File: src/hw/rtl/assert_macros.svh
// assertion macros for the keyed buffer pool
// clocked on clk_i, disabled while rst_ni is low
`ifndef ASSERT_MACROS_SVH
`define ASSERT_MACROS_SVH

// plain property check
`define KBP_ASSERT(lbl, prop, msg) \
  lbl: assert property (@(posedge clk_i) disable iff (!rst_ni) (prop)) else $error(msg);

// same-cycle implication
`define KBP_ASSERT_IMP(lbl, pre, con, msg) \
  lbl: assert property (@(posedge clk_i) disable iff (!rst_ni) (pre) |-> (con)) else $error(msg);

// next-cycle implication
`define KBP_ASSERT_NXT(lbl, pre, con, msg) \
  lbl: assert property (@(posedge clk_i) disable iff (!rst_ni) (pre) |=> (con)) else $error(msg);

`endif

File: src/hw/rtl/kbp_pkg.sv
// shared types and constants for the keyed buffer pool
// used by kbp_cell and keyed_buffer_pool_top
`timescale 1ns / 1ps

package kbp_pkg;

  localparam int unsigned DEF_POOL_DEPTH = 64;

  localparam int unsigned CMD_W    = 2;
  localparam int unsigned KEY_W_W  = 16;
  localparam int unsigned KEY_H_W  = 16;
  localparam int unsigned KEY_F_W  = 4;
  localparam int unsigned REL_W    = 6;
  localparam int unsigned STATUS_W = 3;
  localparam int unsigned SLOT_W   = 6;
  localparam int unsigned TOTAL_W  = 32;
  localparam int unsigned CNT_O_W  = 7;

  typedef enum logic [CMD_W-1:0] {
    CMD_ACQUIRE = 2'd0,
    CMD_RELEASE = 2'd1,
    CMD_REL_ALL = 2'd2,
    CMD_CLEAR   = 2'd3
  } cmd_e;

  typedef enum logic [STATUS_W-1:0] {
    ST_HIT       = 3'd0,
    ST_NEW       = 3'd1,
    ST_FULL      = 3'd2,
    ST_RELEASED  = 3'd3,
    ST_IGNORED   = 3'd4,
    ST_ALL_FREED = 3'd5,
    ST_CLEARED   = 3'd6
  } status_e;

  typedef enum logic [1:0] {
    FSM_IDLE,
    FSM_EXEC,
    FSM_SCAN,
    FSM_RESP
  } state_e;

  typedef struct packed {
    logic [KEY_W_W-1:0] width;
    logic [KEY_H_W-1:0] height;
    logic [KEY_F_W-1:0] format;
  } key_t;

  // broadcast from the controller to every cell
  typedef struct packed {
    key_t             key;
    logic [REL_W-1:0] rel;
    logic             rel_go;
    logic             free_all;
    logic             clear;
  } cell_ctrl_t;

  // search token walking down the row
  typedef struct packed {
    logic active;
    logic found;
    logic is_new;
  } token_t;

endpackage

File: src/hw/rtl/keyed_buffer_pool_top.sv
// keyed buffer pool: controller plus a row of POOL_DEPTH slot cells
// depends on kbp_pkg, kbp_cell and assert_macros.svh
//
//  channel | signals                                         | dir
//  in      | in_valid_i, in_stall_o, command_i, req_*_i,     | beat in
//          | release_slot_i                                  |
//  out     | out_valid_o, out_stall_i, status_o,             | beat out
//          | granted_slot_o, hit/miss/busy/filled_count_o    |
//
// one beat at a time; in_stall_o is high from accept until the result is taken
// acquire: EXEC, then SCAN while the search token moves one cell per cycle
// down the slot row, then RESP; release, release-all, clear: EXEC, then RESP
// the next beat can be accepted in the cycle after the result is taken
// reset clears busy and filled marks and counters at once, no clearing pass
`timescale 1ns / 1ps
`include "assert_macros.svh"

module keyed_buffer_pool_top #(
  parameter int unsigned POOL_DEPTH = kbp_pkg::DEF_POOL_DEPTH
) (
  input  logic                           clk_i,
  input  logic                           rst_ni,
  input  logic                           in_valid_i,
  output logic                           in_stall_o,
  input  logic [kbp_pkg::CMD_W-1:0]      command_i,
  input  logic [kbp_pkg::KEY_W_W-1:0]    req_width_i,
  input  logic [kbp_pkg::KEY_H_W-1:0]    req_height_i,
  input  logic [kbp_pkg::KEY_F_W-1:0]    req_format_i,
  input  logic [kbp_pkg::REL_W-1:0]      release_slot_i,
  output logic                           out_valid_o,
  input  logic                           out_stall_i,
  output logic [kbp_pkg::STATUS_W-1:0]   status_o,
  output logic [kbp_pkg::SLOT_W-1:0]     granted_slot_o,
  output logic [kbp_pkg::TOTAL_W-1:0]    hit_count_o,
  output logic [kbp_pkg::TOTAL_W-1:0]    miss_count_o,
  output logic [kbp_pkg::CNT_O_W-1:0]    busy_count_o,
  output logic [kbp_pkg::CNT_O_W-1:0]    filled_count_o
);
  import kbp_pkg::*;

  localparam int unsigned IDX_W = $clog2(POOL_DEPTH);
  localparam int unsigned CNT_W = $clog2(POOL_DEPTH + 1);

  state_e               state_q, state_d;
  cmd_e                 cmd_q;
  key_t                 key_q;
  logic [REL_W-1:0]     rel_q;
  status_e              status_q, status_d;
  logic [IDX_W-1:0]     granted_q, granted_d;
  logic [TOTAL_W-1:0]   hit_q, hit_d, miss_q, miss_d;
  logic [CNT_W-1:0]     busy_q, busy_d, filled_q, filled_d;
  logic                 accept, res_load, rel_any;
  cell_ctrl_t           ctrl;
  token_t               tok [POOL_DEPTH+1];
  logic [IDX_W-1:0]     tok_idx [POOL_DEPTH+1];
  logic [POOL_DEPTH-1:0] rel_hit;

  assign accept = in_valid_i && !in_stall_o;
  assign rel_any = |rel_hit;

  // next state
  always_comb begin
    state_d = state_q;
    unique case (state_q)
      FSM_IDLE: begin
        if (in_valid_i) state_d = FSM_EXEC;
      end
      FSM_EXEC: begin
        state_d = (cmd_q == CMD_ACQUIRE) ? FSM_SCAN : FSM_RESP;
      end
      FSM_SCAN: begin
        if (tok[POOL_DEPTH].active) state_d = FSM_RESP;
      end
      FSM_RESP: begin
        if (!out_stall_i) state_d = FSM_IDLE;
      end
    endcase
  end

  // outputs toward the cells and the handshake
  always_comb begin
    in_stall_o      = (state_q != FSM_IDLE);
    out_valid_o     = (state_q == FSM_RESP);
    ctrl.key        = key_q;
    ctrl.rel        = rel_q;
    ctrl.rel_go     = (state_q == FSM_EXEC) && (cmd_q == CMD_RELEASE);
    ctrl.free_all   = (state_q == FSM_EXEC) &&
                      ((cmd_q == CMD_REL_ALL) || (cmd_q == CMD_CLEAR));
    ctrl.clear      = (state_q == FSM_EXEC) && (cmd_q == CMD_CLEAR);
  end

  assign tok[0] = '{active: (state_q == FSM_EXEC) && (cmd_q == CMD_ACQUIRE),
                    found: 1'b0, is_new: 1'b0};
  assign tok_idx[0] = '0;

  // counters and result
  always_comb begin
    hit_d     = hit_q;
    miss_d    = miss_q;
    busy_d    = busy_q;
    filled_d  = filled_q;
    status_d  = status_q;
    granted_d = granted_q;
    res_load  = 1'b0;
    if (state_q == FSM_EXEC) begin
      granted_d = '0;
      unique case (cmd_q)
        CMD_ACQUIRE: begin
          granted_d = granted_q;
        end
        CMD_RELEASE: begin
          res_load = 1'b1;
          if (rel_any) begin
            status_d = ST_RELEASED;
            if (busy_q != '0) busy_d = busy_q - CNT_W'(1);
          end else begin
            status_d = ST_IGNORED;
          end
        end
        CMD_REL_ALL: begin
          res_load = 1'b1;
          status_d = ST_ALL_FREED;
          busy_d   = '0;
        end
        CMD_CLEAR: begin
          res_load = 1'b1;
          status_d = ST_CLEARED;
          busy_d   = '0;
          filled_d = '0;
          hit_d    = '0;
          miss_d   = '0;
        end
      endcase
    end else if ((state_q == FSM_SCAN) && tok[POOL_DEPTH].active) begin
      res_load = 1'b1;
      if (tok[POOL_DEPTH].found) begin
        granted_d = tok_idx[POOL_DEPTH];
        busy_d    = busy_q + CNT_W'(1);
        if (tok[POOL_DEPTH].is_new) begin
          status_d = ST_NEW;
          miss_d   = miss_q + TOTAL_W'(1);
          filled_d = filled_q + CNT_W'(1);
        end else begin
          status_d = ST_HIT;
          hit_d    = hit_q + TOTAL_W'(1);
        end
      end else begin
        status_d  = ST_FULL;
        granted_d = '0;
        miss_d    = miss_q + TOTAL_W'(1);
      end
    end
  end

  always_ff @(posedge clk_i or negedge rst_ni) begin
    if (!rst_ni) begin
      state_q  <= FSM_IDLE;
      hit_q    <= '0;
      miss_q   <= '0;
      busy_q   <= '0;
      filled_q <= '0;
    end else begin
      state_q  <= state_d;
      hit_q    <= hit_d;
      miss_q   <= miss_d;
      busy_q   <= busy_d;
      filled_q <= filled_d;
    end
  end

  // request and result payload
  always_ff @(posedge clk_i) begin
    if (accept) begin
      cmd_q <= cmd_e'(command_i);
      key_q <= '{width: req_width_i, height: req_height_i, format: req_format_i};
      rel_q <= release_slot_i;
    end
    if (res_load) begin
      status_q  <= status_d;
      granted_q <= granted_d;
    end
  end

  for (genvar g = 0; g < POOL_DEPTH; g++) begin : g_cell
    kbp_cell #(
      .IDX_W    (IDX_W),
      .CELL_IDX (g)
    ) u_cell (
      .clk_i     (clk_i),
      .rst_ni    (rst_ni),
      .ctrl_i    (ctrl),
      .tok_i     (tok[g]),
      .tok_idx_i (tok_idx[g]),
      .tok_o     (tok[g+1]),
      .tok_idx_o (tok_idx[g+1]),
      .rel_hit_o (rel_hit[g])
    );
  end

  assign status_o       = status_q;
  assign granted_slot_o = SLOT_W'(granted_q);
  assign hit_count_o    = hit_q;
  assign miss_count_o   = miss_q;
  assign busy_count_o   = CNT_O_W'(busy_q);
  assign filled_count_o = CNT_O_W'(filled_q);

  `KBP_ASSERT(a_busy_le_filled, busy_q <= filled_q, "busy count above filled count")
  `KBP_ASSERT(a_filled_le_depth, filled_q <= CNT_W'(POOL_DEPTH), "filled count above depth")
  `KBP_ASSERT_IMP(a_tail_in_scan, tok[POOL_DEPTH].active, state_q == FSM_SCAN, "token outside scan")
  `KBP_ASSERT_NXT(a_clear_zeroes, (state_q == FSM_EXEC) && (cmd_q == CMD_CLEAR), (hit_q == '0) && (miss_q == '0) && (filled_q == '0), "clear left counts")

endmodule

File: src/hw/rtl/kbp_cell.sv
// one pool slot: key, busy and filled marks, one stage of the search token
// depends on kbp_pkg
`timescale 1ns / 1ps

module kbp_cell #(
  parameter int unsigned IDX_W    = 6,
  parameter int unsigned CELL_IDX = 0
) (
  input  logic                    clk_i,
  input  logic                    rst_ni,
  input  kbp_pkg::cell_ctrl_t     ctrl_i,
  input  kbp_pkg::token_t         tok_i,
  input  logic [IDX_W-1:0]        tok_idx_i,
  output kbp_pkg::token_t         tok_o,
  output logic [IDX_W-1:0]        tok_idx_o,
  output logic                    rel_hit_o
);
  import kbp_pkg::*;

  localparam bit               REACH  = (CELL_IDX < (1 << REL_W));
  localparam logic [REL_W-1:0] MY_REL = REL_W'(CELL_IDX);
  localparam logic [IDX_W-1:0] MY_IDX = IDX_W'(CELL_IDX);

  logic             filled_q, filled_d;
  logic             busy_q, busy_d;
  key_t             key_q;
  token_t           tok_q, tok_d;
  logic [IDX_W-1:0] tok_idx_q, tok_idx_d;
  logic             match, claim_hit, claim_new;

  assign match     = filled_q && !busy_q && (key_q == ctrl_i.key);
  assign claim_hit = tok_i.active && !tok_i.found && match;
  assign claim_new = tok_i.active && !tok_i.found && !filled_q;
  assign rel_hit_o = REACH && ctrl_i.rel_go && filled_q && busy_q && (ctrl_i.rel == MY_REL);

  always_comb begin
    tok_d        = tok_i;
    tok_idx_d    = tok_idx_i;
    if (claim_hit || claim_new) begin
      tok_d.found  = 1'b1;
      tok_d.is_new = claim_new;
      tok_idx_d    = MY_IDX;
    end

    busy_d = busy_q;
    if (ctrl_i.clear || ctrl_i.free_all) begin
      busy_d = 1'b0;
    end else if (claim_hit || claim_new) begin
      busy_d = 1'b1;
    end else if (rel_hit_o) begin
      busy_d = 1'b0;
    end

    filled_d = filled_q;
    if (ctrl_i.clear) begin
      filled_d = 1'b0;
    end else if (claim_new) begin
      filled_d = 1'b1;
    end
  end

  always_ff @(posedge clk_i or negedge rst_ni) begin
    if (!rst_ni) begin
      filled_q <= 1'b0;
      busy_q   <= 1'b0;
      tok_q    <= '0;
    end else begin
      filled_q <= filled_d;
      busy_q   <= busy_d;
      tok_q    <= tok_d;
    end
  end

  // key and token slot index carry no reset
  always_ff @(posedge clk_i) begin
    tok_idx_q <= tok_idx_d;
    if (claim_new) begin
      key_q <= ctrl_i.key;
    end
  end

  assign tok_o     = tok_q;
  assign tok_idx_o = tok_idx_q;

endmodule

File: config.mk
export PLATFORM = sky130hd
export DESIGN_NAME = keyed_buffer_pool_top
export DESIGN_NICKNAME = d
export VERILOG_FILES = /design/src/hw/rtl/kbp_pkg.sv /design/src/hw/rtl/keyed_buffer_pool_top.sv /design/src/hw/rtl/kbp_cell.sv
export VERILOG_INCLUDE_DIRS = /design/src /design/src/hw/rtl
export SDC_FILE = /design/constraint.sdc
export NUM_CORES = 2
export LEC_CHECK = 0
export ABC_CLOCK_PERIOD_IN_PS = 3400
export BUFFER_PORTS_ARGS = -buffer_cell sky130_fd_sc_hd__buf_2
export CAP_MARGIN = 15
export CELL_PAD_IN_SITES_DETAIL_PLACEMENT = 0
export CELL_PAD_IN_SITES_GLOBAL_PLACEMENT = 2
export CORE_MARGIN = 5
export CORE_UTILIZATION = 42
export DETAILED_ROUTE_END_ITERATION = 16
export PLACE_DENSITY = 0.71
export SLEW_MARGIN = 15
export SYNTH_ARGS = -nofsm -noshare
export SYNTH_HDL_FRONTEND = slang
export SYNTH_SLANG_ARGS = --single-unit
File: constraint.sdc
create_clock -name clk_i -period 3.4 [get_ports clk_i]
set_input_delay 0.34 -clock clk_i [delete_from_list [all_inputs] [get_ports clk_i]]
set_output_delay 0.34 -clock clk_i [all_outputs]
set_load 0.02 [all_outputs]
After elaboration in Yosys (flattened, before gate mapping):

Index checks and enable logic that the tools add are counted.

* flip-flop bits (word level): 3135
* output and inout port bits: 89
* word-level logic and storage cells: 2080
* input bits: 48

* multiplexer cells: 423
* eq/ne operators: 144
* reductions and logical operators: 921
* add/subtract/negate cells: 5

Operator list (number)
* $eq A36 B36 Y1: 64
* $logic_and A1 B1 Y1: 517
* $mux W1: 326
* $mux W32: 9
* $eq A6 B6 Y1 const B: 32
* $logic_not A1 Y1: 192
* $reduce_bool A3 Y1: 64
* $reduce_bool A2 Y1: 68
* $mux W2: 67
* $eq A6 B5 Y1 const B: 16
* $mux W7: 10
* $logic_or A1 B1 Y1: 66
* $add A32 B1 Y32 const B: 2
* $reduce_or A64 Y1: 1
* $eq A6 B4 Y1 const B: 8
* $eq A6 B3 Y1 const B: 4
* $mux W6: 4
* $add A7 B1 Y7 const B: 2
* $pmux W7 S2: 1
* $eq A6 B2 Y1 const B: 2
* $mux W3: 4
* $reduce_and A3 Y1: 4
* $pmux W3 S3: 1
* $eq A2 B2 Y1 const B: 4
* other kinds (16): 25

Logic depth before layout (Yosys ltp):

* depth after elaboration: 9
* depth in mapped cells: 13
* mapped depth without buffers: 10

Cells and area by module:

A second synthesis with hierarchy kept.

* cell total of the unflattened synthesis: 8076
* area total of the unflattened synthesis: 127786.3 um^2

By module, submodules not included
* kbp_cell at g_cell[19].u_cell ...: area each 1889.3 um^2, cells an instance 117, instances 12, seq. area each 1326.3 um^2
* kbp_cell at g_cell[10].u_cell ...: area each 1913.1 um^2, cells an instance 117, instances 8, seq. area each 1326.3 um^2
* kbp_cell at g_cell[21].u_cell ...: area each 1911.8 um^2, cells an instance 117, instances 8, seq. area each 1326.3 um^2
* kbp_cell at g_cell[11].u_cell ...: area each 1905.6 um^2, cells an instance 116, instances 8, seq. area each 1326.3 um^2
* kbp_cell at g_cell[39].u_cell ...: area each 1876.8 um^2, cells an instance 117, instances 8, seq. area each 1326.3 um^2
* kbp_cell at g_cell[16].u_cell ...: area each 1909.3 um^2, cells an instance 116, instances 4, seq. area each 1326.3 um^2
* kbp_cell at g_cell[20].u_cell ...: area each 1896.8 um^2, cells an instance 116, instances 4, seq. area each 1326.3 um^2
* keyed_buffer_pool_top: area each 6486.2 um^2, cells an instance 606, instances 1, seq. area each 3593.4 um^2
* kbp_cell at g_cell[61].u_cell ...: area each 1891.8 um^2, cells an instance 118, instances 2, seq. area each 1326.3 um^2
* kbp_cell at g_cell[31].u_cell ...: area each 1886.8 um^2, cells an instance 117, instances 2, seq. area each 1326.3 um^2
* kbp_cell at g_cell[4].u_cell ...: area each 1844.3 um^2, cells an instance 116, instances 2, seq. area each 1326.3 um^2
* kbp_cell at g_cell[0].u_cell: area each 1906.8 um^2, cells an instance 116, instances 1, seq. area each 1326.3 um^2
* kbp_cell at g_cell[12].u_cell: area each 1888.1 um^2, cells an instance 117, instances 1, seq. area each 1326.3 um^2
* kbp_cell at g_cell[15].u_cell: area each 1883.1 um^2, cells an instance 116, instances 1, seq. area each 1326.3 um^2
* 3 more rows

Worst setup path after synthesis:

OpenSTA, ideal clock, no wires.

* path kind: flip-flop to flip-flop
* from: register key_q, in the netlist ctrl[9]
* to: register g_cell[17].u_cell.tok_idx_q[1]
* setup slack: 0.198 ns
* arrival: 3.085 ns
* cell stages (with the launch flop): 10
* setup time: 0.117 ns
* buffers on the path: 3
* cell sequence: edfxtp_1 buf_2 buf_2 buf_2 xor2_1 nor4_1 nand4_1 nor3_1 a21oi_1 and2_1

* cells in the longest elaborated chain, start to end: 4

RTL lines
* start: declaration: line keyed_buffer_pool_top.sv:46 `key_t key_q;`
* start signal: assignment: line keyed_buffer_pool_top.sv:175 `key_q <= '{width: req_width_i, height: req_height_i, format: req_format_i};`
* $eq A36 B36 Y1: line kbp_cell.sv:31 `assign match = filled_q && !busy_q && (key_q == ctrl_i.key);`
* $logic_and A1 B1 Y1: line kbp_cell.sv:31
* $logic_and A1 B1 Y1: line kbp_cell.sv:32 `assign claim_hit = tok_i.active && !tok_i.found && match;`
* $logic_or A1 B1 Y1: line kbp_cell.sv:39 `if (claim_hit || claim_new) begin`
* end signal: assignment: line kbp_cell.sv:76 `tok_idx_q <= tok_idx_d;`
* end: declaration: line kbp_cell.sv:28 `logic [IDX_W-1:0] tok_idx_q, tok_idx_d;`

Every way passes these cells.
A chain may end at the register's enable or synchronous reset.

Worst setup path in the final report:

* from: register rel_q[4]
* to: register busy_q[2] (netlist: busy_count_o[2])

* cells in the longest elaborated chain, start to end: 5

RTL lines
* start: declaration: line keyed_buffer_pool_top.sv:47 `logic [REL_W-1:0] rel_q;`
* start signal: assignment: line keyed_buffer_pool_top.sv:176 `rel_q <= release_slot_i;`
* $eq A6 B1 Y1, or another cell as far along: line kbp_cell.sv:34 `assign rel_hit_o = REACH && ctrl_i.rel_go && filled_q && busy_q && (ctrl_i.rel == MY_REL);`
* $logic_and A1 B1 Y1: line kbp_cell.sv:34
* $reduce_or A64 Y1 (*): line keyed_buffer_pool_top.sv:59 `assign rel_any = |rel_hit;`
* $ne A3 B3 Y1 (no source line) (*)
* $reduce_and A5 Y1 (no source line) (*)
* end signal: assignment: line keyed_buffer_pool_top.sv:166 `busy_q <= busy_d;`
* end: declaration: line keyed_buffer_pool_top.sv:51 `logic [CNT_W-1:0] busy_q, busy_d, filled_q, filled_d;`

Every way passes the cells marked *; elsewhere a longest branch is shown, timed or not.

==> key figures <==
Setup path
  – Crit path max fanout: 21
  – Most used cell, CP: buf_4
  – Largest stage delay, worst path: 800 ps
  – Setup crit end kind: register
  – Crit-path leading delay family: compound AO/OA/AOI/OAI gates
  – Crit Path Class: register to register
  – WP data arrival: 4110 ps
  – Critical path buffer and inverter count: 4
  – Worst path required time: 4180 ps
  – FF-to-FF Start: rel_q[4]
  – Crit path cell chain: buf_4 > nor2b_1 > nand2_1 > o211ai_1 > a32o_1 > a211oi_2 > buf_4 > a31o_1 > buf_12 > buf_4 > o21a_1
  – CP Launch Type: register
  – Crit path launch: rel_q[4]
  – CP max stage cell: nor2b_1

STA
  – Final Hold Vio Count: 0
  – Fmax: 300 MHz
  – Setup violators final: 0
  – Tcrit/Tclk final: 98.1%
  – Clock skew: 53.8 ps
  – RSZ-0062 raised after global routing: no
  – Final worst slack: 65.6 ps
  – Least-Margin Pin Slew: 981 ps
  – Fin. max-slew vios: 0
  – Final min period: 3330 ps
  – Max_slew headroom: 34.5%

Synth
  – Most instantiated cells after synthesis: edfxtp_1, xor2_1, xnor2_1
  – Adder-cell area share of the yosys netlist: 0.112%
  – Async S/R FF share, synth: 13.0%
  – Post-synthesis sequential area ratio: 71.0%
  – Library cells used by synthesis: 73
  – EDFF count, synth: 2357
  – Dominant synthesized flop cell: edfxtp_1
  – Compound-Gate Fraction of Synth Area: 1.96%
  – Yosys reg bits: 3078
  – Syn nets: 8145
  – Syn. warnings: 0
  – Top cells by area, synth: edfxtp_1, xor2_1, dfrtp_1
  – Post-Synth XOR/XNOR Area: 16.8%
  – Most common cell in the netlist: edfxtp_1
  – Largest family of logic cells by synthesized area: XOR/XNOR gates
  – Avg Inst Size Synth: 15.2 um2
  – Share of the synthesized area in the top cell type: 57.6%
  – Most area-hungry cell type in the Yosys netlist: edfxtp_1
  – Mux contribution to synthesized area: 0.0417%
  – Synth Area in Simple Gates: 8.37%
  – Cells after Synth: 8086
  – Synthesized cell area: 0.123 mm2

GRT
  – Vias in the first global route: 68000
  – Largest net degree at the start of global routing: 66
  – Initial antenna violation count: 19
  – First-pass GRT wire length: 498000 um
  – Total grt overflow: 0
  – Total GRT Usage: 22.6%

Die
  – Row Count: 198
  – Initial Util: 42.2%
  – Core area: 0.291 mm2
  – Ports: 137
  – Die Span Y: 551 um
  – Die area: 0.303 mm2
  – Die Wd: 551 um

CTS
  – Root Buffer: clkbuf_16
  – CTS buffer count: 335
  – Clk sink count: 3078
  – CTS tree: done
  – H-Tree Depth: 5
  – Latest clock arrival within the worst-skew pair: 910 ps
  – Postcts setup bufs: 0
  – Longest Clk Path Bufs: 4
  – Clock transition at the registers of the reported paths: 60 ps

Worst hold path
  – Min-delay src: in_valid_i
  – Hold crit path type: input port to register

Detailed routing
  – Vias/cell: 5.21
  – WL final: 349000 um
  – TritonRoute pass-1 iters: 5
  – Via count: 68100
  – Avg WL per Cell: 26.7 um
  – DRC viols: 0
  – Post-route ant nets: 0
  – Initial DRC count: 5827

Placed design
  – Port Buf Inserts: 136
  – Cell Area, Placed: 0.134 mm2
  – Setup WS pre-CTS: -13.0 ps
  – GPL Wtd Cong: 0.856
  – Post-DP HPWL: 227000 um

Power and ir drop
  – NetSw: 26700 uW
  – Clk pwr share: 36.6%
  – Worst IR drop on VDD: 0.000413 V
  – Static Leakage: 0.0526 uW
  – Int Power: 71500 uW
  – Comb pwr share: 15.3%
  – Reg power frac: 48.1%
  – Power density cells: 677 mW/mm2
  – Net Sw Frac: 27.2%

Final layout
  – Share of post-route cells with drive strength above 1: 16.1%
  – Final nets: 8956
  – FILL cells: 24600
  – Final instance area: 0.145 mm2
  – P&R area growth vs syn: 18.1%

Flow run
  – Max_cap viols: 0

Outcome
  – Status: finished, final reports clean
[metrics by stage]
| stage | total power, uW | instances | utilization (%) | TNS [ps] | hold slack, ps |
|---|---|---|---|---|---|
| after floorplan | 55700 | 8086 | - | 0 | 44.4 |
| after CTS | 99300 | 13100 | 49.8 | 0 | 14.7 |
| after global routing | 102000 | 13100 | 49.8 | 0 | 88.6 |
| final | 98300 | 13100 | 49.8 | 0 | 93.9 |
| after global placement | 63000 | 12400 | 45.9 | 0 | 364 |
| after detailed placement | 63200 | 12400 | 45.9 | -13.0 | 360 |
[logic make-up after synthesis]
kind of cell / Yosys count
and+or+nand+nor: 1748
buffers and inverters: 488
AOI/OAI and AO/OA: 399
adders and majority gates: 11
muxes: 5
DFF: 3078
xor gates and xnor gates: 2357
[worst reg2reg max path, delay by kind of cell (launching register included)]
kind                   cells  cell delay [ps]
AOI/OAI and AO/OA          5             1180
and+or+nand+nor            2              960
buffers and inverters      4              750
DFF                        1              360
[sequential cells by signal (all words and copies together), names as in the netlist]
name	cells
g_cell.u_cell.tok_idx_o	321
cmd_q	2
status_o	3
g_cell.u_cell.tok_o	192
g_cell.u_cell.filled_q	64
hit_count_o	32
ctrl	36
state_q	2
g_cell.u_cell.busy_q	64
filled_count_o	7
g_cell.u_cell.key_q	2304
miss_count_o	32
busy_count_o	7
granted_slot_o	6
rel_q	6
[power groups by stage]
stage	combinational, uW	clock, uW	sequential, uW
after detailed placement	15200	0	48000
after global placement	15000	0	48000
after CTS	15300	36700	47300
final	15100	35900	47300
after floorplan	7960	0	47700
after global routing	16200	38400	47600
[final timing paths]
check	to	slack (ps)	cells past startpoint
min in group asynchronous	g_cell[60].u_cell.busy_q	100	2
min	state_q[0]	90	4
max in group asynchronous	g_cell[6].u_cell.tok_o[0]	2370	3
min reg2reg	g_cell[17].u_cell.tok_o[2]	360	0
max reg2reg	busy_count_o[2]	70	11
max	busy_count_o[2]	70	11
[cell usage in the layout (no fill, tap or decap), types with 75 or more instances in the layout]
cell type  instances
clkbuf_16        349
and2_1           128
inv_1            177
a21oi_1          169
buf_2            135
xnor2_1          462
buf_12           151
nor4_1           431
dfrtp_1          400
xor2_1          1895
nor2_1           105
clkbuf_1          81
edfxtp_1        2357
nor3_1           124
nand2_1           82
nand4_1          256
dfxtp_1          321
nand2b_1         159
nand3_1           75
or2_2            166
buf_4            451
[cell type report]
cell class,count,area [um2],share of cell area (%)
Timing Repair Buffer,785,7570,5.22
Sequential cell,3078,87200,60.1
Clock inverter,162,1570,1.08
Antenna cell,5,12.5,0.00862
Multi-Input combinational cell,4520,33900,23.4
Tap cell,3900,4880,3.36
Clock buffer,449,9300,6.41
Inverter,177,664,0.458
[metal layers]
layer / vias up / routed length, um / track usage (%)
met5: - / 26 / 0
met4: 4 / 9450 / 5.96
met3: 448 / 16700 / 3.29
met2: 1596 / 167000 / 37.3
met1: 35300 / 155000 / 31.5
li1: 30700 / - / -
[repair_timing]
action                                  4_1_cts  5_1_grt
gates cloned                                  0        0
endpoints found under the setup margin        1        3
resized for setup                             1        3
hold buffers                                 47        0
endpoints found under the hold margin       164        0
No activity file was read; power rests on OpenSTA's default activity.
